[src/rtl/qmop_pkg.sv]
// ----------------------------------------------------------------------------
// qmop_pkg
// Shared types and constants of the quadratic map orbit plotter.
// ----------------------------------------------------------------------------
package qmop_pkg;

  localparam int FRAME_WIDTH  = 256;
  localparam int FRAME_HEIGHT = 256;
  localparam int ESCAPE_LIMIT = 100;

  localparam int COL_W  = $clog2(FRAME_WIDTH);
  localparam int ROW_W  = $clog2(FRAME_HEIGHT);
  localparam int ADDR_W = $clog2(FRAME_WIDTH * FRAME_HEIGHT);
  localparam int PIXELS = FRAME_WIDTH * FRAME_HEIGHT;

  // escape bound in Q8.24
  localparam int ESC_BOUND = ESCAPE_LIMIT * 16777216;

  localparam int CFG_IDX_W  = 3;
  localparam int CFG_DATA_W = 32;

  // register indexes
  localparam logic [CFG_IDX_W-1:0] REG_COEF_A   = 3'd0;
  localparam logic [CFG_IDX_W-1:0] REG_COEF_B   = 3'd1;
  localparam logic [CFG_IDX_W-1:0] REG_WIN_LEFT = 3'd2;
  localparam logic [CFG_IDX_W-1:0] REG_WIN_BOT  = 3'd3;
  localparam logic [CFG_IDX_W-1:0] REG_X_PPU    = 3'd4;
  localparam logic [CFG_IDX_W-1:0] REG_Y_PPU    = 3'd5;
  localparam logic [CFG_IDX_W-1:0] REG_SETTLE   = 3'd6;
  localparam logic [CFG_IDX_W-1:0] REG_DRAW     = 3'd7;

  // item kinds
  localparam logic KIND_CLEAR = 1'b0;
  localparam logic KIND_RUN   = 1'b1;

  typedef struct packed {
    logic [31:0] coef_a;
    logic [31:0] coef_b;
    logic [31:0] window_left;
    logic [31:0] window_bottom;
    logic [31:0] x_pixels_per_unit;
    logic [31:0] y_pixels_per_unit;
    logic [7:0]  settle_steps;
    logic [5:0]  draw_steps;
  } cfg_t;

  typedef struct packed {
    logic        kind;
    logic [31:0] seed_x;
    logic [31:0] seed_y;
  } item_t;

endpackage

[src/rtl/qmop_front.sv]
// ----------------------------------------------------------------------------
// qmop_front
// Holds the configuration registers, accepts items and queues them for the
// orbit engine in a two-entry queue.
// ----------------------------------------------------------------------------
module qmop_front (
  input  logic                            clk,
  input  logic                            rst,
  input  logic                            cfg_we,
  input  logic [qmop_pkg::CFG_IDX_W-1:0]  cfg_index,
  input  logic [qmop_pkg::CFG_DATA_W-1:0] cfg_data,
  input  logic                            s_tvalid,
  output logic                            s_tready,
  input  logic [63:0]                     s_tdata,
  input  logic                            s_tuser,
  output qmop_pkg::cfg_t                  cfg,
  output logic                            q_valid,
  output qmop_pkg::item_t                 q_item,
  input  logic                            q_pop
);
  import qmop_pkg::*;

  item_t      entries [2];
  logic       wr_ptr;
  logic       rd_ptr;
  logic [1:0] count;
  logic       push;

  // write configuration registers
  always_ff @(posedge clk) begin
    if (rst) begin
      cfg.coef_a            <= 32'hFEE66666;
      cfg.coef_b            <= 32'h01B850F6;
      cfg.window_left       <= 32'hFE400000;
      cfg.window_bottom     <= 32'hFE400000;
      cfg.x_pixels_per_unit <= 32'd4793490;
      cfg.y_pixels_per_unit <= 32'd4793490;
      cfg.settle_steps      <= 8'd48;
      cfg.draw_steps        <= 6'd20;
    end else if (cfg_we) begin
      case (cfg_index)
        REG_COEF_A:   cfg.coef_a            <= cfg_data;
        REG_COEF_B:   cfg.coef_b            <= cfg_data;
        REG_WIN_LEFT: cfg.window_left       <= cfg_data;
        REG_WIN_BOT:  cfg.window_bottom     <= cfg_data;
        REG_X_PPU:    cfg.x_pixels_per_unit <= cfg_data;
        REG_Y_PPU:    cfg.y_pixels_per_unit <= cfg_data;
        REG_SETTLE:   cfg.settle_steps      <= cfg_data[7:0];
        REG_DRAW:     cfg.draw_steps        <= cfg_data[5:0];
        default: ;
      endcase
    end
  end

  assign s_tready = (count != 2'd2);
  assign push     = s_tvalid && s_tready;
  assign q_valid  = (count != 2'd0);
  assign q_item   = entries[rd_ptr];

  // queue storage
  always_ff @(posedge clk) begin
    if (push) begin
      entries[wr_ptr] <= '{kind: s_tuser, seed_x: s_tdata[31:0], seed_y: s_tdata[63:32]};
    end
  end

  // advance queue pointers
  always_ff @(posedge clk) begin
    if (rst) begin
      wr_ptr <= 1'b0;
      rd_ptr <= 1'b0;
      count  <= 2'd0;
    end else begin
      if (push) wr_ptr <= ~wr_ptr;
      if (q_pop) rd_ptr <= ~rd_ptr;
      case ({push, q_pop})
        2'b10:   count <= count + 2'd1;
        2'b01:   count <= count - 2'd1;
        default: count <= count;
      endcase
    end
  end

endmodule

[config.mk]
export PLATFORM = sky130hd
export DESIGN_NAME = qmop_front
export DESIGN_NICKNAME = d
export VERILOG_FILES = /design/src/rtl/qmop_pkg.sv /design/src/rtl/qmop_front.sv
export SDC_FILE = /design/constraint.sdc
export NUM_CORES = 1
export LEC_CHECK = 0
export BUFFER_PORTS_ARGS = -buffer_cell sky130_fd_sc_hd__buf_2
export CORE_MARGIN = 3
export CORE_UTILIZATION = 30
export DETAILED_ROUTE_END_ITERATION = 6
export GPL_TIMING_DRIVEN = 0
export HOLD_SLACK_MARGIN = 0.06
export MAX_ROUTING_LAYER = met4
export PLACE_DENSITY_LB_ADDON = 0.2
export SYNTH_ARGS = -nofsm -noshare
export SYNTH_HDL_FRONTEND = slang
export SYNTH_SLANG_ARGS = --single-unit
[constraint.sdc]
create_clock -name clk -period 6.6 [get_ports clk]
set_input_delay 1.65 -clock clk [delete_from_list [all_inputs] [get_ports clk]]
set_output_delay 1.65 -clock clk [all_outputs]
set_load 0.05 [all_outputs]
Word level (Yosys, flattened, before mapping)
Memory sizes are Yosys's and may differ from the RTL's. A register that Yosys moved wholly into a read port is not among the register bits.
Cells that the tools add are included.
{ "word_totals": {"rom_bits": 0, "input_bits": 105, "ff_bits": 210, "memories": 1, "elab_cells": 43, "latchBits": 0, "ramBits": 130, "out_inout_bits": 273} }
{ "classes": {"div_mod_pow": 0, "bitwise_logic": 2, "multipliers": 0, "shift": 0, "muxes": 5, "magnitude_cmp": 0, "add_sub_neg": 2, "eq_ne": 10, "n_reduce_logical": 12} }
{ "memory_table": {"columns": ["memory", "depth", "width", "rd", "rd_ports_with_merged_regs", "wr", "line", "text"], "rows": [
  ["entries", 2, 65, 1, 1, 1, "qmop_front.sv:23", "item_t entries [2];"]
]} }
{ "op_table": {"columns": ["operator", "count"], "rows": [
  ["2-bit AND reduction", 8],
  ["3-bit equality test, second input constant", 4],
  ["3-bit by 2-bit equality test with 1-bit output, second input constant", 2],
  ["1-bit 2-to-1 mux", 4],
  ["2-bit case mux with 2 select lines", 1],
  ["2-bit nonzero test", 2],
  ["3-bit by 1-bit equality test with 1-bit output, second input constant", 1],
  ["3-bit zero test", 1],
  ["2-bit by 1-bit adder with 2-bit output, second input constant", 1],
  ["2-bit by 1-bit equality test with 1-bit output, second input constant", 1],
  ["2-bit equality test, second input constant", 1],
  ["2-bit != test, second input constant", 1],
  ["1-bit NOT", 2],
  ["2-bit by 1-bit subtractor with 2-bit output, second input constant", 1],
  ["1-bit logical AND", 1]
]} }

Logic depth before layout (Yosys ltp)
{ "logic_depth": {"word_depth": 4, "mapped_depth": 6, "ltp_nobuf": 6} }

Worst setup path after synthesis
OpenSTA, ideal clock, no wires.
{ "synth_timing": {"path_kind": "in2reg", "start": "input s_tvalid", "end": "memory entries[1][0] (netlist name) (enable)", "arrival_time_ns": 3.227, "path_buffers": 0, "stages": 1, "slack_ns": 2.943, "required_time_ns": 6.170, "setup_ns": 0.430, "cell_sequence": "and3_1"} }
{ "synth_via": {"elab_chain_cells": 3} }
{ "synth_rtl": {"columns": ["element", "line", "text"], "rows": [
  ["from (decl)", "qmop_front.sv:12", "input logic s_tvalid,"],
  ["1-bit logical AND", "qmop_front.sv:56", "assign push = s_tvalid && s_tready;"],
  ["1-bit 2-to-1 mux", "qmop_front.sv:62", "if (push) begin"],
  ["1-bit 2-to-1 mux (not written as such)", "qmop_front.sv:63", "entries[wr_ptr] <= '{kind: s_tuser, seed_x: s_tdata[31:0], seed_y: s_tdata[63:32]};"],
  ["to (decl)", "qmop_front.sv:23", null]
]} }
Every way passes these cells.

==> results.json <==
{
  "status": "completed",
  "synthesis.area_um2": 12300,
  "p_comb_share_pct": 14.8,
  "maxCapViolations": 0,
  "finalHoldViolations": 0,
  "clock.fmax_mhz": 252,
  "worstHoldStart": "cfg[118]",
  "slowest_delay_ns": 0.44,
  "powerDensity_nw_per_um2": 324,
  "antenna_found_initial": 0,
  "rsz0062_at_grt": "no",
  "synth_common_cells": "391 x nand2_1, 211 x dfxtp_1, 135 x a21oi_1",
  "sw_frac_of_total_pct": 27.9,
  "synth_top_area_share_pct": 34.3,
  "cts_max_path_buffers": 3,
  "fin_tns_setup_ns": 0,
  "regArea_um2": 8130,
  "maxSlewHeadroom_pct": 43.3,
  "syn_inst": 1130,
  "rr_worst_depth": 4,
  "synth_edf_count": 130,
  "gp_congestion": 0.791,
  "synth_area_leader_cell": "dfxtp_1",
  "ctsRootBufferMaster": "clkbuf_16",
  "overflow": 0,
  "met2_length_um": 19600,
  "endpoint": "q_item[10]",
  "tightest_slew_ns": 0.851,
  "initial_core_util_pct": 30.7,
  "die_h_um": 209,
  "area_delta_synth_final_pct": 31.0,
  "arrival_ns": 2.32,
  "critPathMostFrequentCell": "buf_2",
  "ant_nets": 0,
  "die-width_um": 209,
  "route.detailed.drc": 0,
  "port_buffers": 372,
  "dp_hpwl_um": 30600,
  "io_pins": 378,
  "core_area_um2": 40100,
  "drive_gt1_share_pct": 34.3,
  "avgViaCountPerCell": 4.65,
  "routed_wl_um": 42300,
  "clkSlewWorstSetupHoldPaths_ns": 0.06,
  "initialDrtViolationCount": 534,
  "critical_path.endpoint_type": "output port",
  "synth_ff_type": "dfxtp_1",
  "cts-resized-gates": 0,
  "cts_tree": "built",
  "ys_warn_count": 0,
  "yosys-top-cells-area": "dfxtp_1 34%, edfxtp_1 32%, nand2_1 12%",
  "detail_route.wl_per_cell_um": 20.2,
  "grt_max_degree": 60,
  "rr_endpoint": "entries[0][26]",
  "async_reset_ff_share_pct": 0,
  "insertion_delay_ns": 0.54,
  "ys_seq_area_share_pct": 66.0,
  "switchingPower_w": 0.00146,
  "fin_util_pct": 40.2,
  "wl_met1_um": 17500,
  "worst_hold_path_type": "flip-flop to flip-flop",
  "vias": 9744,
  "r2r_slack_ns": 4.98,
  "min_path_cells": 2,
  "cts_buffers": 39,
  "track_usage_pct": 19.2,
  "peakVddDrop_uv": 148,
  "maxSlewViolCount": 0,
  "finalCritPeriodShare_pct": 60.2,
  "n_fill_cell": 4014,
  "nets": 1651,
  "cp_slowest_cell": "clkbuf_1",
  "ys_seq_elements": 341,
  "design_area_um2": 16100,
  "row_count": 73,
  "post_cts_buffers": 0,
  "grt_pass1_vias": 9737,
  "setup_viol_count_final": 0,
  "p_int_w": 0.00376,
  "synth_nets": 1236,
  "placed_cell_area_um2": 14900,
  "final.setup_skew_ns": 0.00728,
  "n_antenna_cell": 0,
  "cts_hold_buffers": 0,
  "yosysMostFrequentCell": "nand2_1",
  "highest_layer": "met4",
  "p_leak_nw": 6.65,
  "htreeDepth": 2,
  "timing.critical_path.cells": "clkbuf_1 -> buf_2 -> mux2_2 -> buf_2",
  "path_class": "flip-flop to output port",
  "sequentialPowerShare_pct": 44.8,
  "power_w": 0.00522,
  "layout_min_cycle_time_ns": 3.97,
  "p_clk_share_pct": 40.5,
  "r2r_start": "count[0]",
  "met3_wirelength_um": 3840,
  "crit_required_ns": 4.95,
  "whs_ns": 0.450,
  "syn_avg_cell_area_um2": 10.9,
  "fp.dieArea_um2": 43500,
  "yosys.cell_types.count": 32,
  "numClockSinks": 341,
  "firstDrtPassIters": 5,
  "cp_max_fo": 10,
  "start_kind": "flip-flop",
  "multiInputGateArea_um2": 3760,
  "grt_pass1_wl_um": 61600
}
==> area by class of cell <==
type | count | share of cell area (%)
flip-flops and latches | 341 | 50.4
repair buffers | 374 | 11.9
clock inverters | 11 | 0.605
well taps | 525 | 4.07
clock buffers | 57 | 7.05
multi-input cells | 704 | 23.3
plain buffers | 82 | 2.57
inverters | 3 | 0.0854
==> how the worst min path moves through the flow <==
stage,to,slack (ns)
finish,cfg[118],0.45
floorplan,count[1],0.47
CTS,cfg[129],0.45
global route,cfg[49],0.47
detailed placement,cfg[129],0.44
global placement,cfg[10],0.44
==> power groups by stage <==
stage / Combinational [W] / Clock (W) / Sequential [W]
3_3_place_gp: 0.000764 / 0 / 0.00239
3_5_place_dp: 0.000779 / 0 / 0.00238
4_1_cts: 0.000782 / 0.00218 / 0.00234
2_1_floorplan: 0.000424 / 0 / 0.00250
6_report: 0.000771 / 0.00211 / 0.00234
5_1_grt: 0.000814 / 0.00226 / 0.00235
==> through the flow <==
stage          worst slack [ns]  std cells
2_1_floorplan              2.94       1130
3_3_place_gp               1.84       2027
3_5_place_dp               3.08       2029
4_1_cts                    2.48       2097
5_1_grt                    2.49       2097
6_report                   2.63       2097
==> sequential cells by signal (all words and copies together), names as in the netlist, named ones only <==
name,count
entries,130
rd_ptr,1
cfg,206
wr_ptr,1
count,2
==> placed cells by master, fill, tap and decap left out, types with 4 or more instances in the layout <==
master,synthesis,routed
nand3b_1,63,63
buf_4,12,12
clkbuf_1,40,51
edfxtp_1,130,130
nor2_1,14,14
nand2_1,391,391
clkbuf_16,0,41
mux2i_1,4,4
buf_2,25,397
dfxtp_1,211,211
a211o_1,7,7
mux2_2,65,65
a21oi_1,135,135
buf_6,4,4
clkbuf_8,0,5
clkinv_1,0,6
==> critical path, delay by kind of cell (launching register included) <==
kind | cells | cell delay [ns]
buffers and inverters | 3 | 1.04
DFF | 1 | 0.34
muxes | 1 | 0.41
==> cell families after synthesis <==
| kind of cell | Yosys count | share of synthesized area [%] |
|---|---|---|
| AND/OR/NAND/NOR | 487 | 17.8 |
| flip-flops | 341 | 66.0 |
| AO/OA/AOI/OAI | 144 | 6.11 |
| buffers and inverters | 85 | 3.46 |
| multiplexers | 69 | 6.27 |
| XOR/XNOR | 3 | 0.214 |
| adder cells (fa/ha/maj) | 1 | 0.102 |
==> routing by layer <==
| layer | vias to the layer above | GRT usage (%) |
|---|---|---|
| met4 | 0 | 6.81 |
| met1 | 4641 | 23.0 |
| met2 | 374 | 30.3 |
| met5 | - | - |
| li1 | 4638 | - |
| met3 | 91 | 6.69 |
Note: power is estimated with default switching activity, not from simulation.
